## config.mk

```make
export PLATFORM = sky130hd
export DESIGN_NAME = fsc_queue
export DESIGN_NICKNAME = d
export VERILOG_FILES = /design/src/sv/fsc_pkg.sv /design/src/sv/fsc_queue.sv
export SDC_FILE = /design/constraint.sdc
export NUM_CORES = 1
export LEC_CHECK = 0
export BUFFER_PORTS_ARGS = -buffer_cell sky130_fd_sc_hd__buf_4
export CORE_ASPECT_RATIO = 0.8
export CORE_MARGIN = 5
export CORE_UTILIZATION = 30
export CTS_CLUSTER_SIZE = 25
export DETAILED_ROUTE_END_ITERATION = 10
export GPL_TIMING_DRIVEN = 0
export PLACE_DENSITY = 0.47
export SLEW_MARGIN = 20
export SYNTH_ARGS = -nofsm -noshare
export SYNTH_HDL_FRONTEND = slang
export SYNTH_SLANG_ARGS = --single-unit
```

## constraint.sdc

```tcl
create_clock -name clk -period 2.8 [get_ports clk]
set_input_delay 0.42 -clock clk [delete_from_list [all_inputs] [get_ports clk]]
set_output_delay 0.42 -clock clk [all_outputs]
set_load 0.05 [all_outputs]
```

## src/sv/fsc_pkg.sv

```systemverilog
// ----------------------------------------------------------------------------
// fsc_pkg
// Types, command constants and address helpers of the save controller.
// ----------------------------------------------------------------------------
package fsc_pkg;

	typedef enum logic [1:0] {
		KIND_NONE,
		KIND_SRAM,
		KIND_FLASH64,
		KIND_FLASH128
	} kind_e;

	typedef enum logic [1:0] {
		STAGE_IDLE,
		STAGE_ONE,
		STAGE_TWO,
		STAGE_UNUSED
	} stage_e;

	typedef enum logic [2:0] {
		OP_RD_CONST,
		OP_RD_MEM,
		OP_WR_MEM,
		OP_PROG,
		OP_ERASE_CHIP,
		OP_ERASE_SECT
	} op_e;

	typedef enum logic [2:0] {
		BK_CLEAR,
		BK_IDLE,
		BK_READ,
		BK_PROG,
		BK_SWEEP,
		BK_SECTOR
	} bk_state_e;

	localparam int ADDR_BITS   = 17;
	localparam int SECTOR_BITS = 12;

	typedef struct packed {
		op_e                   op;
		logic [ADDR_BITS-1:0]  addr;
		logic [7:0]            data;
		kind_e                 kind;
	} q_entry_t;

	localparam logic [15:0] ADDR_UNLOCK_A = 16'h5555;
	localparam logic [15:0] ADDR_UNLOCK_B = 16'h2AAA;
	localparam logic [7:0]  KEY_A         = 8'hAA;
	localparam logic [7:0]  KEY_B         = 8'h55;
	localparam logic [7:0]  CMD_ID_ON     = 8'h90;
	localparam logic [7:0]  CMD_ID_OFF    = 8'hF0;
	localparam logic [7:0]  CMD_ERASE     = 8'h80;
	localparam logic [7:0]  CMD_PROGRAM   = 8'hA0;
	localparam logic [7:0]  CMD_BANK      = 8'hB0;
	localparam logic [7:0]  CMD_CHIP_ERS  = 8'h10;
	localparam logic [7:0]  CMD_SECT_ERS  = 8'h30;
	localparam logic [7:0]  ID128_MAKER   = 8'hC2;
	localparam logic [7:0]  ID128_DEVICE  = 8'h09;
	localparam logic [7:0]  ID64_MAKER    = 8'h32;
	localparam logic [7:0]  ID64_DEVICE   = 8'h1B;
	localparam logic [7:0]  BYTE_ERASED   = 8'hFF;

	// Wraps a bank-extended address into the active size of the chip.
	function automatic logic [ADDR_BITS-1:0] fsc_reduce(
		input logic [ADDR_BITS-1:0] a,
		input kind_e                kind,
		input logic [ADDR_BITS:0]   limit
	);
		logic [ADDR_BITS:0] diff;
		logic [ADDR_BITS-1:0] res;
		diff = {1'b0, a} - limit;
		case (kind)
			KIND_SRAM:    res = {2'b00, a[14:0]};
			KIND_FLASH64: res = {1'b0, a[15:0]};
			default:      res = ({1'b0, a} >= limit) ? diff[ADDR_BITS-1:0] : a;
		endcase
		return res;
	endfunction

	// Number of bytes the chip kind addresses, capped at the store size.
	function automatic logic [ADDR_BITS:0] fsc_size(
		input kind_e              kind,
		input logic [ADDR_BITS:0] limit
	);
		logic [ADDR_BITS:0] s;
		case (kind)
			KIND_SRAM:    s = 18'd32768;
			KIND_FLASH64: s = 18'd65536;
			default:      s = 18'd131072;
		endcase
		return (s > limit) ? limit : s;
	endfunction

endpackage

```

## src/sv/fsc_queue.sv

```systemverilog
// ----------------------------------------------------------------------------
// fsc_queue
// Short first-in first-out queue of store operations.
// ----------------------------------------------------------------------------
module fsc_queue
	import fsc_pkg::*;
#(
	parameter int DEPTH = 4
) (
	input  logic     clk,
	input  logic     arst_n,
	input  logic     push,
	input  q_entry_t push_entry,
	output logic     full,
	input  logic     pop,
	output logic     head_valid,
	output q_entry_t head
);

	localparam int PW = (DEPTH > 1) ? $clog2(DEPTH) : 1;
	localparam int CW = $clog2(DEPTH + 1);
	localparam logic [PW-1:0] LAST = PW'(DEPTH - 1);

	q_entry_t        slot_q [DEPTH];
	logic [PW-1:0]   wr_ptr_q;
	logic [PW-1:0]   rd_ptr_q;
	logic [CW-1:0]   count_q;
	logic            do_push;
	logic            do_pop;

	assign full       = (count_q == CW'(DEPTH));
	assign head_valid = (count_q != '0);
	assign head       = slot_q[rd_ptr_q];
	assign do_push    = push && !full;
	assign do_pop     = pop && head_valid;

	always_ff @(posedge clk) begin
		if (do_push) begin
			slot_q[wr_ptr_q] <= push_entry;
		end
	end

	always_ff @(posedge clk or negedge arst_n) begin
		if (!arst_n) begin
			wr_ptr_q <= '0;
			rd_ptr_q <= '0;
			count_q  <= '0;
		end else begin
			if (do_push) begin
				wr_ptr_q <= (wr_ptr_q == LAST) ? '0 : wr_ptr_q + 1'b1;
			end
			if (do_pop) begin
				rd_ptr_q <= (rd_ptr_q == LAST) ? '0 : rd_ptr_q + 1'b1;
			end
			if (do_push && !do_pop) begin
				count_q <= count_q + 1'b1;
			end else if (do_pop && !do_push) begin
				count_q <= count_q - 1'b1;
			end
		end
	end

endmodule

```

# Word-level counts from Yosys, hierarchy flattened
# Memory sizes are Yosys's and may differ from the RTL's.
# Index checks and enable logic that the tools add are counted.
dict set report word_totals {
  ramBits 120
  n_memories 1
  inputBits 34
  wordCells 26
  regBits 7
}
dict set report classes {
  muxes 6
  addsub 4
  n_reduce_logical 9
  n_eq_ne 3
}
# memory words width read_ports rd_clocked_by_memory_dff write_ports line_no
set mem_list {}
lappend mem_list {slot_q 4 30 1 0 1 fsc_queue.sv:24} ;# q_entry_t slot_q [DEPTH];
# cell n
set op_table {}
lappend op_table {{3-bit 2-to-1 mux} 2}
lappend op_table {{2-bit by 1-bit adder with 2-bit output, second input constant} 2}
lappend op_table {{2-bit equality test, second input constant} 2}
lappend op_table {{1-bit logical AND} 4}
lappend op_table {{2-bit 2-to-1 mux} 2}
lappend op_table {{3-bit by 1-bit adder with 3-bit output, second input constant} 1}
lappend op_table {{3-bit equality test, second input constant} 1}
lappend op_table {{1-bit logical NOT} 3}
lappend op_table {{3-bit nonzero test} 1}
lappend op_table {{3-bit by 1-bit subtractor with 3-bit output, second input constant} 1}
lappend op_table {{1-bit 2-to-1 mux} 2}
lappend op_table {{2-bit nonzero test} 1}

# Depth between registers and ports, before layout
# Gate-level depths: netlist (run 1).
dict set report depth {
  depth_word 7
  mapped_depth 9
  ltp_nobuf 8
}

# Worst setup path before layout (run 1)
# No wires, ideal clock.
dict set report synth_timing {
  path_type {flip-flop to flip-flop}
  start {register count_q[0]}
  end {register count_q[1]}
  path_stages_with_launch 8
  setup_slack_ns 0.538
  arrival_ns 2.137
  path_buffers 1
  period_less_slack_ns 2.262
  path_cell_list {dfrtp_1 nor3b_4 nor2b_2 buf_6 ha_1 inv_1 fa_1 mux2_2}
}
dict set report synth_between {
  elab_chain_len 6
}
# item line_no
set synth_lines {}
lappend synth_lines {{from (decl)} fsc_queue.sv:27} ;# logic [CW-1:0] count_q;
lappend synth_lines {{from (signal assigned)} fsc_queue.sv:56} ;# count_q <= count_q + 1'b1;
lappend synth_lines {{from (signal assigned)} fsc_queue.sv:58} ;# count_q <= count_q - 1'b1;
lappend synth_lines {{3-bit equality test *} fsc_queue.sv:31} ;# assign full = (count_q == CW'(DEPTH));
lappend synth_lines {{net full} fsc_queue.sv:14} ;# output logic full,
lappend synth_lines {{1-bit logical NOT *} fsc_queue.sv:34} ;# assign do_push = push && !full;
lappend synth_lines {{1-bit logical AND *} fsc_queue.sv:34}
lappend synth_lines {{net do_push} fsc_queue.sv:28} ;# logic do_push;
lappend synth_lines {{1-bit logical NOT} fsc_queue.sv:57} ;# end else if (do_pop && !do_push) begin
lappend synth_lines {{1-bit logical AND} fsc_queue.sv:57}
lappend synth_lines {{2-bit nonzero test (no source line)} --}
# The timed path passes the listed nets; every way through them passes the cells marked *. The select of a mux whose other input is x is not followed.
# A chain may end at the register's enable or synchronous reset.

==> metrics, run 1 <==
status=completed; initial core utilization=0.306; # fillers=1,483; Multi-input gate area=960 µm²; slew margin rel.=0.411; max-cap violations=0; post-DP HPWL=5250 µm; DRT met1 WL=3830 µm; Synth Register Bits=127; Max Fanout on Critical Path=10; CP arrival=1.82 ns; post-CTS sizing=0; Top Metal Used=met4; RePlAce Congestion=0.644; clk sink count=127; DR WL/cell=17.6 µm; Netlist cell types=20; most common cell after layout, fill and taps aside=edfxtp_1; fin crit period=2.24 ns; chip width=152 µm; register area share after synthesis=0.780; WP buf/inv=3; root buffer cell=clkbuf_16; Max stage delay cell, worst path=mux4_2; Pre-antenna DRT Iters=4; Power, Total=0.00763 W; Routed WL=8890 µm; most frequent cells in the layout=120 x edfxtp_1, 65 x buf_4, 30 x mux4_2, 17 x clkbuf_16, 7 x dfrtp_1; clk_skew=0.00532 ns; Max Slew Vio Count=0; vias in the first global route=2,351; met3 WL=596 µm; GRT Total Usage=0.102; pin count of the biggest net entering global routing=31; critical path's top delay family=multiplexers; critical path endpoint category=primary output; critical-path cell list=buf_6 -> buf_12 -> mux4_2 -> buf_4; Mapped Cells=194; layout cells sized above 1=0.481; sequential cell area=0.00378 mm²; clock latency on the worst-skew pair=0.41 ns; CP peak stage delay=0.53 ns; Vias per Instance=4.29; DIE AREA=0.0188 mm²; DR vias=2,171; port buffer count=65; ant diodes=0; worst vdd ir=0.488 mV; P_leak=2.14 nW; required time of the critical path=2.38 ns; initial antenna violation count=0; H-tree Lvls=4; Syn. warnings=0; Routed Antenna Nets=0; Post-Syn Area=0.00484 mm²; Post-Synthesis Net Count=235; global-route wire length before repair=13,800 µm; P per Cell Area=1250 mW/mm²; boundary pin count=66; P&R area growth vs syn=26.5%; Max Clk Rate=446 MHz; Setup TNS=0 ns; DRC viols=0; Post-CTS Setup Repair Bufs=0; routed length on met2=4380 µm; # setup viols final=0; RSZ-0062 raised after global routing=false; Mean Syn Cell Area=25.0 µm²; CTS Buf Count=17; CTS tree=done; CTS max path bufs=2; Row Count=41; nets=320; Setup crit start kind=flop; Clock transition at path regs=0.05 ns; Worst Path Class, Setup=reg -> out; Worst-Margin Slew=0.884 ns; die height=124 µm; 1st-iter DRT viols=100; gr ovfl total=0; final-report hold violation count=0; Final period util=0.801; worst hold path class=in -> reg; core area=0.0158 mm²
final timing paths:
check                                from             to  slack [ns]  depth (start not counted)
max reg2reg                    count_q[0]     count_q[2]        0.67                          8
min reg2reg                    count_q[2]     count_q[2]        0.50                          1
min in group asynchronous          arst_n     count_q[1]        0.37                          2
min                        push_entry[25]  slot_q[0][25]        0.21                          1
max                           rd_ptr_q[0]       head[15]        0.56                          4
max in group asynchronous          arst_n    rd_ptr_q[0]        2.30                          2
final cells by class:
cell class                      count  area share
Sequential cell                   127       0.617
Timing Repair Buffer               66      0.0813
Clock inverter                      9      0.0114
Multi-Input combinational cell     56       0.157
Buffer                              8      0.0151
Tap cell                          215      0.0439
Inverter                            3     0.00184
Clock buffer                       22      0.0725
worst reg2reg max path: stages (launching register included):
cell     delay (ns)
dfrtp_1        0.45
or3_4          0.44
nand2_4        0.11
ha_1           0.18
inv_1          0.06
fa_1           0.37
xor2_1         0.17
nor2_1         0.11
xor2_1         0.16
synth_stat cells (all sizes together):
cell type | instances | share of area
edfxtp | 120 | 0.74
mux4 | 30 | 0.14
buf | 8 | 0.019
dfrtp | 7 | 0.036
ha | 6 | 0.016
mux2 | 5 | 0.015
and2 | 4 | 0.0062
inv | 3 | 0.0023
nor2 | 3 | 0.0023
xor2 | 2 | 0.0036
fa | 1 | 0.0041
nand2 | 1 | 0.0023
nor2b | 1 | 0.0018
nor3b | 1 | 0.0039
or3 | 1 | 0.0023
xnor2 | 1 | 0.0018
per-layer routing:
layer,vias to the layer above,track usage
li1,983,-
met3,8,0.0538
met5,-,0
met1,1120,0.121
met4,0,0.0337
met2,60,0.161
power by group:
| part | switching [W] | internal (W) | leakage (nW) |
|---|---|---|---|
| Clock | 0.000722 | 0.00120 | 0.252 |
| Sequential | 0.000125 | 0.00253 | 1.18 |
| Combinational | 0.00192 | 0.00113 | 0.707 |
flip-flops by register name, indices dropped and copies added, names as in the netlist:
name,cells
slot_q,120
count_q,3
rd_ptr_q,2
wr_ptr_q,2
repair_timing:
action	4_1_cts	5_1_grt
endpoints found under the hold margin	7	0
setup endpoints to repair	0	0
hold buffers	1	0
metrics by stage:
step / cell area (µm²) / hold WS, ns / worst slack [ns] / std cells / utilization
final: 6120 / 0.213 / 0.557 / 506 / 0.388
after global routing: 6120 / 0.189 / 0.459 / 506 / 0.388
after CTS: 6120 / 0.191 / 0.509 / 506 / 0.388
after detailed placement: 5600 / 0.247 / 0.686 / 474 / 0.354
after global placement: 5600 / 0.247 / 0.676 / 474 / 0.354
after floorplan: 4840 / 0.124 / 0.538 / 194 / -
kinds of logic after synthesis:
group         count (synthesis)  share of synthesized area
fa+ha+maj                     7                     0.0196
simple gates                 11                     0.0189
buf+inv                      11                     0.0214
flops                       127                      0.780
mux                          35                      0.154
xor+xnor                      3                    0.00543
No activity file was read; power rests on OpenSTA's default activity.
==> run 2, diff against run 1 <==
--- a/config.mk
+++ b/config.mk
@@ -12,7 +12,7 @@
 export CTS_CLUSTER_SIZE = 25
 export DETAILED_ROUTE_END_ITERATION = 10
 export GPL_TIMING_DRIVEN = 0
-export PLACE_DENSITY = 0.47
+export PLACE_DENSITY = 0.49
 export SLEW_MARGIN = 20
 export SYNTH_ARGS = -nofsm -noshare
 export SYNTH_HDL_FRONTEND = slang
==> constraint.sdc (replaced) <==
create_clock -name clk -period 2 [get_ports clk]
set_input_delay 0.3 -clock clk [delete_from_list [all_inputs] [get_ports clk]]
set_output_delay 0.3 -clock clk [all_outputs]
set_load 0.05 [all_outputs]
==> metrics, run 2 (synthesis gave the netlist of run 1 again) <==
vias in the first global route=2,480; placed cells=474; Setup crit start kind=flop; root buffer cell=clkbuf_16; pin count of the biggest net entering global routing=31; Max Clk Rate=476 MHz; P per Cell Area=1830 mW/mm²; RePlAce Congestion=0.638; port buffer count=65; Routed WL=9100 µm; most frequent cells in the layout=120 x edfxtp_1, 44 x buf_4, 31 x buf_6, 30 x mux4_2, 20 x clkbuf_16; max reg flops=120; R2R cell count=8; RSZ-0062 raised after global routing=true; hold path depth=1; clk sink count=127; gr ovfl total=0; final-report hold violation count=0; die height=124 µm; Biggest register=slot_q; post-DP HPWL=5310 µm; Critical Path Start=rd_ptr_q[0]; boundary pin count=66; Final period util=1.05; Final Non-Filler Cells=519; Regs by FF count=slot_q (120), count_q (3); Final WS setup=-0.102 ns; global-route wire length before repair=14,200 µm; initial antenna violation count=0; # fillers=1,429; CTS tree=done; chip width=152 µm; GRT Total Usage=0.104; Max Fanout on Critical Path=8; DIE AREA=0.0188 mm²; slew margin rel.=0.665; Hold Startpoint=push_entry[23]; Power, Total=0.0120 W; required time of the critical path=1.70 ns; P&R area growth vs syn=35.3%; nets=332; DR vias=2,163; Routed Antenna Nets=0; worst vdd ir=0.558 mV; CP arrival=1.80 ns; placed instance area=0.00561 mm²; clk_skew=0.00898 ns; Final Util=0.415; fin crit period=2.10 ns; Max Slew Vio Count=0; Row Count=41; r2r startpoint=count_q[1]; max-cap violations=0; worst hold path class=in -> reg; most common cell after layout, fill and taps aside=edfxtp_1; status=finished with violations; Worst Path Class, Setup=reg -> out; DR WL/cell=17.5 µm; ant diodes=0; critical path endpoint category=primary output; DRC viols=0; H-tree Lvls=4; Pre-antenna DRT Iters=4; layout cells sized above 1=0.536; failing checks=negative setup slack; core area=0.0158 mm²; Vias per Instance=4.17; Clock transition at path regs=0.06 ns; CTS Buf Count=17; Worst-Margin Slew=0.502 ns; initial core utilization=0.306; # setup viols final=30; P_leak=2.32 nW; Design Area, Final=0.00655 mm²; 1st-iter DRT viols=107; CTS max path bufs=2; clock latency on the worst-skew pair=0.40 ns
run 2: cell count changes in the layout (fill, tap and decap cells not counted), sizes merged:
cell | previous run | this run
buf | 73 | 82
bufinv | 1 | 5
clkbuf | 22 | 21
inv | 3 | 5
clkinv | 7 | 5
clkinvlp | 1 | 2
run 2: final timing paths:
kind                                       to  slack [ns]
worst max-delay path                 head[14]       -0.10
worst min-delay path            slot_q[2][23]        0.09
worst max register to register     count_q[1]        0.05
worst min register to register     count_q[2]        0.50
max in group asynchronous          count_q[1]        1.62
min in group asynchronous          count_q[2]        0.24
run 2: worst max-delay path, cell delays in order, from the launching register on:
cell and delay [ns]:
dfrtp_1 0.38, buf_12 0.17, buf_12 0.13, mux4_2 0.54, buf_6 0.18
run 2: through the flow:
stage	hold slack, ns	setup TNS (ns)	worst slack, ns
finish	0.0904	-2.52	-0.102
global route	0.0718	-4.71	-0.175
CTS	0.0732	-2.78	-0.133
detailed placement	0.127	-0.0527	-0.0527
global placement	0.128	-0.795	-0.0674
floorplan	0.00441	-0.244	-0.169
run 2: power by group:
| part | switching [W] | total [W] | internal [W] | leakage, nW |
|---|---|---|---|---|
| registers | 0.000175 | 0.00371 | 0.00354 | 1.18 |
| clock network | 0.00110 | 0.00332 | 0.00221 | 0.308 |
| logic | 0.00284 | 0.00499 | 0.00215 | 0.837 |
| total | 0.00412 | 0.0120 | 0.00790 | 2.32 |
run 2: final cells by class:
type,count,area [µm²],share of cell area
multi-input cells,56,980,0.149
plain buffers,8,109,0.0166
clock buffers,18,429,0.0655
clock inverters,14,214,0.0326
flip-flops and latches,127,3780,0.577
inverters,3,11.3,0.00172
repair buffers,78,761,0.116
well taps,215,269,0.0410
run 2: timing repair:
action	4_1_cts	5_1_grt
endpoints found under the setup margin	41	151
gates resized for setup	35	8
gates cloned	0	3
hold buffers	1	0
hold endpoints to repair	7	0
pin swaps	2	7
buffers inserted	6	3
run 2: routing by layer:
metal | global-route usage | wire length (µm) | vias to the layer above
li1 | - | - | 1005
met1 | 0.125 | 4110 | 1096
met2 | 0.170 | 4470 | 53
met3 | 0.0427 | 411 | 9
met4 | 0.0371 | 107 | 0
met5 | 0 | 0 | -
