**src/sv/fsc_pkg.sv**
```systemverilog
// ----------------------------------------------------------------------------
// fsc_pkg
// Types, command constants and address helpers of the save controller.
// ----------------------------------------------------------------------------
package fsc_pkg;

	typedef enum logic [1:0] {
		KIND_NONE,
		KIND_SRAM,
		KIND_FLASH64,
		KIND_FLASH128
	} kind_e;

	typedef enum logic [1:0] {
		STAGE_IDLE,
		STAGE_ONE,
		STAGE_TWO,
		STAGE_UNUSED
	} stage_e;

	typedef enum logic [2:0] {
		OP_RD_CONST,
		OP_RD_MEM,
		OP_WR_MEM,
		OP_PROG,
		OP_ERASE_CHIP,
		OP_ERASE_SECT
	} op_e;

	typedef enum logic [2:0] {
		BK_CLEAR,
		BK_IDLE,
		BK_READ,
		BK_PROG,
		BK_SWEEP,
		BK_SECTOR
	} bk_state_e;

	localparam int ADDR_BITS   = 17;
	localparam int SECTOR_BITS = 12;

	typedef struct packed {
		op_e                   op;
		logic [ADDR_BITS-1:0]  addr;
		logic [7:0]            data;
		kind_e                 kind;
	} q_entry_t;

	localparam logic [15:0] ADDR_UNLOCK_A = 16'h5555;
	localparam logic [15:0] ADDR_UNLOCK_B = 16'h2AAA;
	localparam logic [7:0]  KEY_A         = 8'hAA;
	localparam logic [7:0]  KEY_B         = 8'h55;
	localparam logic [7:0]  CMD_ID_ON     = 8'h90;
	localparam logic [7:0]  CMD_ID_OFF    = 8'hF0;
	localparam logic [7:0]  CMD_ERASE     = 8'h80;
	localparam logic [7:0]  CMD_PROGRAM   = 8'hA0;
	localparam logic [7:0]  CMD_BANK      = 8'hB0;
	localparam logic [7:0]  CMD_CHIP_ERS  = 8'h10;
	localparam logic [7:0]  CMD_SECT_ERS  = 8'h30;
	localparam logic [7:0]  ID128_MAKER   = 8'hC2;
	localparam logic [7:0]  ID128_DEVICE  = 8'h09;
	localparam logic [7:0]  ID64_MAKER    = 8'h32;
	localparam logic [7:0]  ID64_DEVICE   = 8'h1B;
	localparam logic [7:0]  BYTE_ERASED   = 8'hFF;

	// Wraps a bank-extended address into the active size of the chip.
	function automatic logic [ADDR_BITS-1:0] fsc_reduce(
		input logic [ADDR_BITS-1:0] a,
		input kind_e                kind,
		input logic [ADDR_BITS:0]   limit
	);
		logic [ADDR_BITS:0] diff;
		logic [ADDR_BITS-1:0] res;
		diff = {1'b0, a} - limit;
		case (kind)
			KIND_SRAM:    res = {2'b00, a[14:0]};
			KIND_FLASH64: res = {1'b0, a[15:0]};
			default:      res = ({1'b0, a} >= limit) ? diff[ADDR_BITS-1:0] : a;
		endcase
		return res;
	endfunction

	// Number of bytes the chip kind addresses, capped at the store size.
	function automatic logic [ADDR_BITS:0] fsc_size(
		input kind_e              kind,
		input logic [ADDR_BITS:0] limit
	);
		logic [ADDR_BITS:0] s;
		case (kind)
			KIND_SRAM:    s = 18'd32768;
			KIND_FLASH64: s = 18'd65536;
			default:      s = 18'd131072;
		endcase
		return (s > limit) ? limit : s;
	endfunction

endpackage

```
**src/sv/fsc_front.sv**
```systemverilog
// ----------------------------------------------------------------------------
// fsc_front
// Accepts bus items, runs the flash command sequence and queues store work.
// ----------------------------------------------------------------------------
module fsc_front
	import fsc_pkg::*;
#(
	parameter int STORE_BYTES = 131072
) (
	input  logic        clk,
	input  logic        arst_n,
	input  kind_e       chip_kind,
	input  logic        in_valid,
	output logic        in_stall,
	input  logic        action,
	input  logic [15:0] offset,
	input  logic [7:0]  write_value,
	input  logic        q_full,
	input  logic        clearing,
	output logic        push,
	output q_entry_t    entry
);

	localparam logic [ADDR_BITS:0] STORE_SIZE = (ADDR_BITS+1)'(STORE_BYTES);

	stage_e unlock_q, unlock_d;
	stage_e erase_stage_q, erase_stage_d;
	logic   erase_pend_q, erase_pend_d;
	logic   prog_pend_q, prog_pend_d;
	logic   bank_pend_q, bank_pend_d;
	logic   id_mode_q, id_mode_d;
	logic   bank_q, bank_d;

	logic                 accept;
	logic                 is_flash;
	logic [ADDR_BITS-1:0] banked;
	logic                 at_a;
	logic                 at_b;

	assign in_stall = q_full || clearing;
	assign accept   = in_valid && !in_stall;
	assign is_flash = (chip_kind == KIND_FLASH64) || (chip_kind == KIND_FLASH128);
	assign banked   = {bank_q, offset};
	assign at_a     = (offset == ADDR_UNLOCK_A);
	assign at_b     = (offset == ADDR_UNLOCK_B);

	always_comb begin
		unlock_d      = unlock_q;
		erase_stage_d = erase_stage_q;
		erase_pend_d  = erase_pend_q;
		prog_pend_d   = prog_pend_q;
		bank_pend_d   = bank_pend_q;
		id_mode_d     = id_mode_q;
		bank_d        = bank_q;
		push          = 1'b0;
		entry.op      = OP_RD_CONST;
		entry.addr    = fsc_reduce(banked, chip_kind, STORE_SIZE);
		entry.data    = write_value;
		entry.kind    = chip_kind;
		if (accept && !action) begin
			push = 1'b1;
			if (chip_kind == KIND_SRAM) begin
				entry.op   = OP_RD_MEM;
				entry.addr = fsc_reduce({1'b0, offset}, chip_kind, STORE_SIZE);
			end else if (is_flash && id_mode_q && (offset[15:1] == 15'd0)) begin
				if (chip_kind == KIND_FLASH128) begin
					entry.data = offset[0] ? ID128_DEVICE : ID128_MAKER;
				end else begin
					entry.data = offset[0] ? ID64_DEVICE : ID64_MAKER;
				end
			end else if (is_flash) begin
				entry.op = OP_RD_MEM;
			end else begin
				entry.data = BYTE_ERASED;
			end
		end else if (accept && chip_kind == KIND_SRAM) begin
			push       = 1'b1;
			entry.op   = OP_WR_MEM;
			entry.addr = fsc_reduce({1'b0, offset}, chip_kind, STORE_SIZE);
		end else if (accept && is_flash) begin
			if (erase_pend_q) begin
				if (erase_stage_q == STAGE_IDLE && at_a && write_value == KEY_A) begin
					erase_stage_d = STAGE_ONE;
				end else if (erase_stage_q == STAGE_ONE && at_b && write_value == KEY_B) begin
					erase_stage_d = STAGE_TWO;
				end else if (erase_stage_q == STAGE_TWO) begin
					if (at_a && write_value == CMD_CHIP_ERS) begin
						push     = 1'b1;
						entry.op = OP_ERASE_CHIP;
					end else if (write_value == CMD_SECT_ERS) begin
						push       = 1'b1;
						entry.op   = OP_ERASE_SECT;
						entry.addr = {bank_q, offset[15:SECTOR_BITS], {SECTOR_BITS{1'b0}}};
					end
					erase_pend_d  = 1'b0;
					erase_stage_d = STAGE_IDLE;
					unlock_d      = STAGE_IDLE;
				end
			end else if (prog_pend_q) begin
				push        = 1'b1;
				entry.op    = OP_PROG;
				prog_pend_d = 1'b0;
			end else if (bank_pend_q) begin
				if (offset == 16'd0) begin
					bank_d = write_value[0];
				end
				bank_pend_d = 1'b0;
			end else if (unlock_q == STAGE_IDLE && at_a && write_value == KEY_A) begin
				unlock_d = STAGE_ONE;
			end else if (unlock_q == STAGE_ONE && at_b && write_value == KEY_B) begin
				unlock_d = STAGE_TWO;
			end else if (unlock_q == STAGE_TWO && at_a) begin
				unlock_d = STAGE_IDLE;
				case (write_value)
					CMD_ID_ON:   id_mode_d    = 1'b1;
					CMD_ID_OFF:  id_mode_d    = 1'b0;
					CMD_ERASE:   erase_pend_d = 1'b1;
					CMD_PROGRAM: prog_pend_d  = 1'b1;
					CMD_BANK:    bank_pend_d  = 1'b1;
					default:     unlock_d     = STAGE_IDLE;
				endcase
			end else begin
				unlock_d = STAGE_IDLE;
			end
		end
	end

	always_ff @(posedge clk or negedge arst_n) begin
		if (!arst_n) begin
			unlock_q      <= STAGE_IDLE;
			erase_stage_q <= STAGE_IDLE;
			erase_pend_q  <= 1'b0;
			prog_pend_q   <= 1'b0;
			bank_pend_q   <= 1'b0;
			id_mode_q     <= 1'b0;
			bank_q        <= 1'b0;
		end else begin
			unlock_q      <= unlock_d;
			erase_stage_q <= erase_stage_d;
			erase_pend_q  <= erase_pend_d;
			prog_pend_q   <= prog_pend_d;
			bank_pend_q   <= bank_pend_d;
			id_mode_q     <= id_mode_d;
			bank_q        <= bank_d;
		end
	end

endmodule

```
**config.mk**
```make
export PLATFORM = sky130hd
export DESIGN_NAME = fsc_front
export DESIGN_NICKNAME = d
export VERILOG_FILES = /design/src/sv/fsc_pkg.sv /design/src/sv/fsc_front.sv
export SDC_FILE = /design/constraint.sdc
export NUM_CORES = 1
export LEC_CHECK = 0
export ABC_AREA = 0
export ABC_CLOCK_PERIOD_IN_PS = 6650
export BUFFER_PORTS_ARGS = -buffer_cell sky130_fd_sc_hd__buf_2
export CORE_MARGIN = 2
export CORE_UTILIZATION = 31
export DETAILED_ROUTE_END_ITERATION = 8
export PLACE_DENSITY = 0.65
export SKIP_LAST_GASP = 1
export SLEW_MARGIN = 30
export SYNTH_ARGS = -nofsm -noshare
export SYNTH_HDL_FRONTEND = slang
export SYNTH_SLANG_ARGS = --single-unit
```
**constraint.sdc**
```tcl
create_clock -name clk -period 6.65 [get_ports clk]
set_input_delay 1.33 -clock clk [delete_from_list [all_inputs] [get_ports clk]]
set_output_delay 1.33 -clock clk [all_outputs]
set_load 0.01 [all_outputs]
```
Word-level counts from Yosys, hierarchy flattened
Index checks and enable logic that the tools add are counted.

Add/sub/neg operators: 0. Multiply operators: 0. Divide/modulo/power cells: 0. Order comparisons: 0. Equality and inequality tests: 23. Shift operators: 0. Multiplexer cells: 67. Bitwise gates (word level): 7. Reduce and logical (&&, ||, !) cells: 33.

Operators with widths (number): $mux W20 (7); $mux W17 (3); $eq A8 B8 Y1 const B (6); $mux W8 (6); $mux W1 (34); $pmux W17 S2 (1); $mux W2 (11); $eq A16 B14 Y1 const B (1); $eq A16 B15 Y1 const B (1); $logic_and A1 B1 Y1 (16); $logic_not A16 Y1 (1); $mux W16 (1); $logic_not A15 Y1 (1); $reduce_and A10 Y1 (1); $reduce_and A5 Y1 (2); $eq A2 B2 Y1 const B (4); $eq A8 B5 Y1 const B (1); $eq A8 B6 Y1 const B (1); $eq A8 B7 Y1 const B (1); $ne A2 B2 Y1 const B (4); $reduce_and A8 Y1 (1); $not A1 Y1 (7); $reduce_and A7 Y1 (1); $eq A2 B1 Y1 const B (3); other kinds (11) (15).

Flip-flop bits (word level): 9. Bits in latches: 0. RAM bits: 0. ROM bits: 0. Input port bits: 32. Output and inout port bits: 32. Logic and storage cells: 137. Memories: 0.

Depth between registers and ports, before layout
Gate-level depths: netlist of the first run.

Word-level depth: 11. Gate-level depth with buffers: 9.

Worst setup path before layout of the first run
OpenSTA, ideal clock, no wires.

Kind: input-to-output. Start: in chip_kind[1]. End: out entry[14] in the netlist's numbering. Data arrival time: 2877 ps. Required time: 5320 ps. Setup slack: 2443 ps. Stages: 7. Path buffers: 1. Cell sequence: inv_1 -> ha_1 -> nor2b_1 -> nand3_1 -> nor3_1 -> clkbuf_1 -> and2b_1.

RTL lines: from (decl) (RTL line fsc_front.sv:12) `input kind_e chip_kind,`; to (decl) (RTL line fsc_front.sv:21) `output q_entry_t entry`.

==> results of run 1 <==
[worst paths after layout]
path                       slack (ns)  depth (start not counted)           end        start
min in group asynchronous        0.94                          1  erase_pend_q       arst_n
min reg2reg                      0.50                          1        bank_q       bank_q
max                              2.09                          7      entry[7]     clearing
max in group asynchronous        5.53                          1   bank_pend_q       arst_n
max reg2reg                      4.99                          4     id_mode_q  bank_pend_q
min                              0.50                          1        bank_q       bank_q
[metrics by stage]
step                utilization  cell area [sq um]  worst slack [ns]
floorplan                     -               1140              2.44
global placement          0.404               1460              2.11
detailed placement        0.404               1460              2.09
CTS                       0.416               1500              2.09
global route              0.416               1500              1.97
finish                    0.416               1500              2.09
[registers in the layout (all words and copies together) (netlist names)]
name	flops
erase_stage_q	2
bank_pend_q	1
erase_pend_q	1
unlock_q	2
bank_q	1
id_mode_q	1
prog_pend_q	1
[cell type report]
type	instances	area, sq um
sequential	9	225
fill	388	2110
inverter	7	26.3
tap	48	60.1
multi-input combinational	133	821
clock buffer	4	45.0
timing repair buffer	64	323
[routing by layer]
metal | global-route usage | wire [microns] | up-vias | share of wire
met1 | 0.217 | 1600 | 634 | 0.47
met4 | 0.0665 | 43 | 0 | 0.013
met3 | 0.0226 | 122 | 5 | 0.036
li1 | - | - | 693 | -
met2 | 0.285 | 1660 | 26 | 0.48
met5 | 0 | 0 | - | 0
[worst max-delay path: cells and delay by family]
kind	cells	cell delay, ns
buf+inv	2	0.25
compound gates	1	0.15
simple gates	4	1.50
[cells in the final DEF, fill, tap and decap left out, types with 8 or more instances in the layout]
cell	n
buf_2	63
nor2b_1	16
nand2_1	15
nor2_1	14
nor3_1	12
dfrtp_1	9
a21oi_1	8
nand4_1	8
[kinds of logic (layout without fill, tap and decap cells)]
| family | after synthesis | in the layout |
|---|---|---|
| multiplexers | 2 | 2 |
| XOR/XNOR | 1 | 1 |
| adder cells (fa/ha/maj) | 3 | 3 |
| AO/OA/AOI/OAI | 30 | 30 |
| AND/OR/NAND/NOR | 97 | 97 |
| flip-flops | 9 | 9 |
| buffers and inverters | 18 | 75 |
[power breakdown]
| group | internal, W | total, W | switching [W] |
|---|---|---|---|
| sequential | 0.0000550 | 0.0000550 | 0.000000000000539 |
| clock | 0.0000417 | 0.0000628 | 0.0000211 |
| combinational | 0.0000225 | 0.0000523 | 0.0000299 |
==> flow_summary.json, run 1 <==
{
  "gp_congestion": 0.863,
  "synth.distinct_cells": 43,
  "io_pins": 64,
  "first_pass_iters": 4,
  "synth_edf_count": 0,
  "vias": 1358,
  "synthCells": 160,
  "worst_ep_arrival_time_ns": 3.23,
  "grt_overflow": 0,
  "min_period_ns": 4.56,
  "timing.final.crit_share": 0.686,
  "synth_async_sr_flop_share": 1.00,
  "drcViolationCount": 0,
  "synth_common_cells": "16 x nor2b_1, 15 x nand2_1, 14 x nor2_1",
  "max_stage_delay_ns": 0.57,
  "synth_top_family_by_area": "simple AND/OR/NAND/NOR gates",
  "hold_viol": 0,
  "synthSimpleGateAreaFrac": 0.484,
  "slowest_stage": "nor4_4",
  "area_growth_pct": 31.3,
  "design.core.area_sq_um": 3610,
  "vias_per_cell": 5.12,
  "cts-buffers-inserted": 3,
  "setup-violations-final": 0,
  "crit_chain": "buf_2 -> or3b_4 -> or3_4 -> nor4_4 -> o21ai_0 -> nor2b_1 -> buf_2",
  "clock_latency_ns": 0.23,
  "ys_seq_area_frac": 0.197,
  "power.density_nw_per_um2": 113,
  "place_hpwl_microns": 2830,
  "required_ns": 5.32,
  "crit_top_cell": "buf_2",
  "skew_ns": 0.000439,
  "rsz0062_at_grt": "no",
  "diodes": 0,
  "p_leak_nw": 0.736,
  "max_freq_mhz": 219,
  "wl_microns": 3430,
  "grt_pass1_wl_microns": 5550,
  "final_cells": 265,
  "drtIter0Drc": 60,
  "clkTransAtPathRegs_ns": 0.04,
  "cp-end-kind": "primary output",
  "final_nets": 253,
  "cts_tree": "done",
  "antenna_found_initial": 0,
  "routedWlPerCell_microns": 12.9,
  "synthAdderAreaFrac": 0.0329,
  "die_h_microns": 64.7,
  "cap_viol_max_count": 0,
  "critPathKind": "primary input to primary output",
  "cts-root-buf": "clkbuf_8",
  "fp.dieW_microns": 64.7,
  "syn-mean-instance-area_sq_um": 7.14,
  "synth-compound-area-share": 0.174,
  "setup_tns_ns": 0,
  "finalMaxSlewViolations": 0,
  "synthTopCellsByArea": "dfrtp_1 20%, nor2b_1 8.8%, nor3_1 5.3%, nand2_1 4.9%, nor2_1 4.6%",
  "start_util": 0.317,
  "clock_path_buffers": 2,
  "synthXorXnorAreaFrac": 0.00767,
  "synth_ff_type": "dfrtp_1",
  "synth_area_leader_cell": "dfrtp_1",
  "die-area_sq_um": 4190,
  "holdWs_ns": 0.500,
  "std_cell_rows": 22,
  "outcome": "finished, final reports clean",
  "cp-start-kind": "primary input",
  "irDropWorstVdd_mv": 0.0651,
  "cts_hold_buf": 0,
  "crit_fanout": 12,
  "yosysWarnings": 0,
  "synth_mux_area_frac": 0.0197,
  "grt_usage": 0.169,
  "post-cts-setup-buffer-count": 0,
  "relSlewSlack": 0.620,
  "syn_nets": 195,
  "ys_seq_elements": 9,
  "synth_top_area_share": 0.197,
  "hold_path.class": "register to register",
  "tightest_slew_ns": 0.566,
  "power.total_w": 0.000170,
  "grt_pass1_vias": 1230,
  "synth_most_common_cell": "nor2b_1",
  "postRouteAntennaNets": 0,
  "syn-cell-area_sq_um": 1140,
  "grt_max_degree": 15,
  "cts.sinks": 9,
  "placedCellCount": 261,
  "h-tree-depth": 1,
  "drive_above_1_share": 0.359,
  "port-buffer-count": 63,
  "post_cts_resized": 0
}
Note: power is estimated with default switching activity, not from simulation.
==> run 2, diff against run 1 <==
Settings changed: ABC_AREA 0 to 1, ABC_CLOCK_PERIOD_IN_PS 6650 to 3900, PLACE_DENSITY 0.65 to 0.62.
Clock period 6.65 ns to 3.9 ns, I/O delays scaled along.
==> run 2 against run 1 <==
Net effect: synthesized cell count is 84% higher; highest routed layer unchanged; global-route usage is 0.32 points lower; critical path type unchanged; clock skew is 0.00099 ns higher; combinational power is 130% higher; flip-flop and latch count stayed put; register-to-register slack worse by 2.4 ns; largest cell class unchanged; non-clock buffer count is 1 lower; critical path depth is 5 higher; clock power is 74% higher; final cell count is 60% higher; wire length is 38% higher; sequential share of layout area is 3.8 points lower.
==> flow_summary.json, run 2 <==
{
  "irDropWorstVdd_mv": 0.0757,
  "r2r_cells": 6,
  "max_freq_mhz": 330,
  "synth_async_sr_flop_share": 1.00,
  "gp_congestion": 0.879,
  "synth_ff_type": "dfrtp_1",
  "min_period_ns": 3.03,
  "die-area_sq_um": 5840,
  "synth_top_area_share": 0.208,
  "timing.rr.start": "erase_pend_q",
  "start_util": 0.320,
  "synthTopCellsByArea": "nand2_1 21%, dfrtp_1 14%, nor2_1 13%, inv_1 9.7%, nor2_4 9.0%",
  "vias": 1902,
  "io_pins": 64,
  "grt_overflow": 0,
  "synth.distinct_cells": 27,
  "power.density_nw_per_um2": 160,
  "synth_common_cells": "90 x nand2_1, 55 x nor2_1, 42 x inv_1",
  "critPathKind": "primary input to primary output",
  "post-route-util": 0.396,
  "crit_fanout": 4,
  "synth_edf_count": 0,
  "place_hpwl_microns": 4150,
  "placedCellCount": 421,
  "yosysWarnings": 0,
  "syn_nets": 330,
  "crit_start": "chip_kind[0]",
  "rsz0062_at_grt": "no",
  "setup_slack_ns": 0.866,
  "cts_tree": "done",
  "area_growth_pct": 23.7,
  "cts-root-buf": "clkbuf_8",
  "clock_path_buffers": 2,
  "ys_seq_area_frac": 0.139,
  "finalMaxSlewViolations": 0,
  "grt_max_degree": 13,
  "final_nets": 391,
  "die_h_microns": 76.4,
  "cts_hold_buf": 0,
  "required_ns": 3.12,
  "r2r_end": "id_mode_q",
  "grt_usage": 0.166,
  "cp-end-kind": "primary output",
  "cp-start-kind": "primary input",
  "wl_microns": 4720,
  "std_cell_rows": 26,
  "syn-mean-instance-area_sq_um": 5.51,
  "post-cts-setup-buffer-count": 0,
  "antenna_found_initial": 0,
  "hold_viol": 0,
  "setup-violations-final": 0,
  "worst_ep_arrival_time_ns": 2.25,
  "most-common-layout-cells": "90 x nand2_1, 63 x buf_2, 55 x nor2_1, 42 x inv_1, 21 x nand3_1",
  "drive_above_1_share": 0.276,
  "clock_latency_ns": 0.23,
  "top_regs": "erase_stage_q x2, unlock_q x2",
  "fp.dieW_microns": 76.4,
  "port-buffer-count": 63,
  "postRouteAntennaNets": 0,
  "vias_per_cell": 4.48,
  "post_cts_resized": 0,
  "routedWlPerCell_microns": 11.1,
  "grt_pass1_vias": 1803,
  "cp-endpoint": "entry[5]",
  "synthCells": 295,
  "setup_tns_ns": 0,
  "ys_seq_elements": 9,
  "cts.sinks": 9,
  "tightest_slew_ns": 0.337,
  "clkTransAtPathRegs_ns": 0.05,
  "cts-buffers-inserted": 3,
  "diodes": 0,
  "hold_path.class": "primary input to asynchronous set/reset pin",
  "final_common_cell": "nand2_1",
  "grt_pass1_wl_microns": 8040,
  "relSlewSlack": 0.774,
  "drtIter0Drc": 122,
  "synth_most_common_cell": "nand2_1",
  "design.core.area_sq_um": 5070,
  "outcome": "finished, final reports clean",
  "h-tree-depth": 1,
  "drcViolationCount": 0,
  "first_pass_iters": 4,
  "p_leak_nw": 1.04,
  "synth_area_leader_cell": "nand2_1",
  "skew_ns": 0.00143,
  "timing.final.crit_share": 0.778,
  "cap_viol_max_count": 0,
  "preCtsSetupSlack_ns": 0.890,
  "syn-cell-area_sq_um": 1630,
  "rrSetupSlack_ns": 2.56,
  "final_cells": 425
}
-- run 2: cell count changes in the layout (fill, tap and decap cells not counted), moves of 3 or more --
cell,delta
nand3_1,+14
inv_1,+35
nor2_1,+41
nor2_2,+7
a21oi_1,-3
nor2_4,+13
nor2b_1,-16
nor3_1,-7
nand2_1,+75
and3_1,-3
inv_2,+5
nor4_1,-5
nand2_2,+3
-- run 2: cell families (layout without fill, tap and decap cells) --
group / count (synthesis) / count (layout) / share of synthesized area
buffers and inverters: 55 / 115 / 0.151
DFF: 9 / 9 / 0.139
AOI/OAI and AO/OA: 19 / 19 / 0.0677
and+or+nand+nor: 209 / 209 / 0.620
adders and majority gates: 3 / 3 / 0.0231
-- run 2: worst min path at each step --
stage / from / endpoint / slack [ns]
3_5_place_dp: bank_pend_q / bank_pend_q / 0.50
2_1_floorplan: bank_q / bank_q / 0.45
4_1_cts: arst_n / prog_pend_q / 0.39
6_report: arst_n / prog_pend_q / 0.39
3_3_place_gp: bank_pend_q / bank_pend_q / 0.49
5_1_grt: arst_n / erase_pend_q / 0.40
-- run 2: power by group --
part           total (W)     switching [W]  internal [W]
Sequential     0.0000937  0.00000000000171     0.0000937
Clock           0.000109         0.0000379     0.0000713
Combinational   0.000119         0.0000746     0.0000442
-- run 2: layout make-up --
cell class | instances | area, sq um
well taps | 70 | 87.6
repair buffers | 63 | 315
inverters | 48 | 183
flip-flops and latches | 9 | 225
multi-input cells | 231 | 1150
fillers | 588 | 3060
clock buffers | 4 | 45.0
-- run 2: layer usage --
layer / track usage / vias up / part of all wire
met4: 0.0273 / 0 / 0.0025
met1: 0.221 / 807 / 0.45
li1: - / 1027 / -
met2: 0.287 / 66 / 0.47
met5: 0 / - / 0
met3: 0.0249 / 2 / 0.074
-- run 2: worst max-delay path: stages --
cell and delay [ns]:
buf_2 0.12, inv_1 0.07, ha_1 0.17, inv_1 0.04
nand2_1 0.16, nand2_1 0.08, nor2_1 0.09, nand3_1 0.16
nand2_1 0.12, nand2_1 0.10, a21oi_1 0.20, buf_2 0.16
-- run 2: stage by stage --
step / total power [W] / area, sq um / hold WS [ns]
floorplan: 0.000163 / 1630 / 0.447
global placement: 0.000214 / 1970 / 0.495
detailed placement: 0.000214 / 1970 / 0.498
CTS: 0.000327 / 2010 / 0.395
global route: 0.000345 / 2010 / 0.401
finish: 0.000322 / 2010 / 0.394
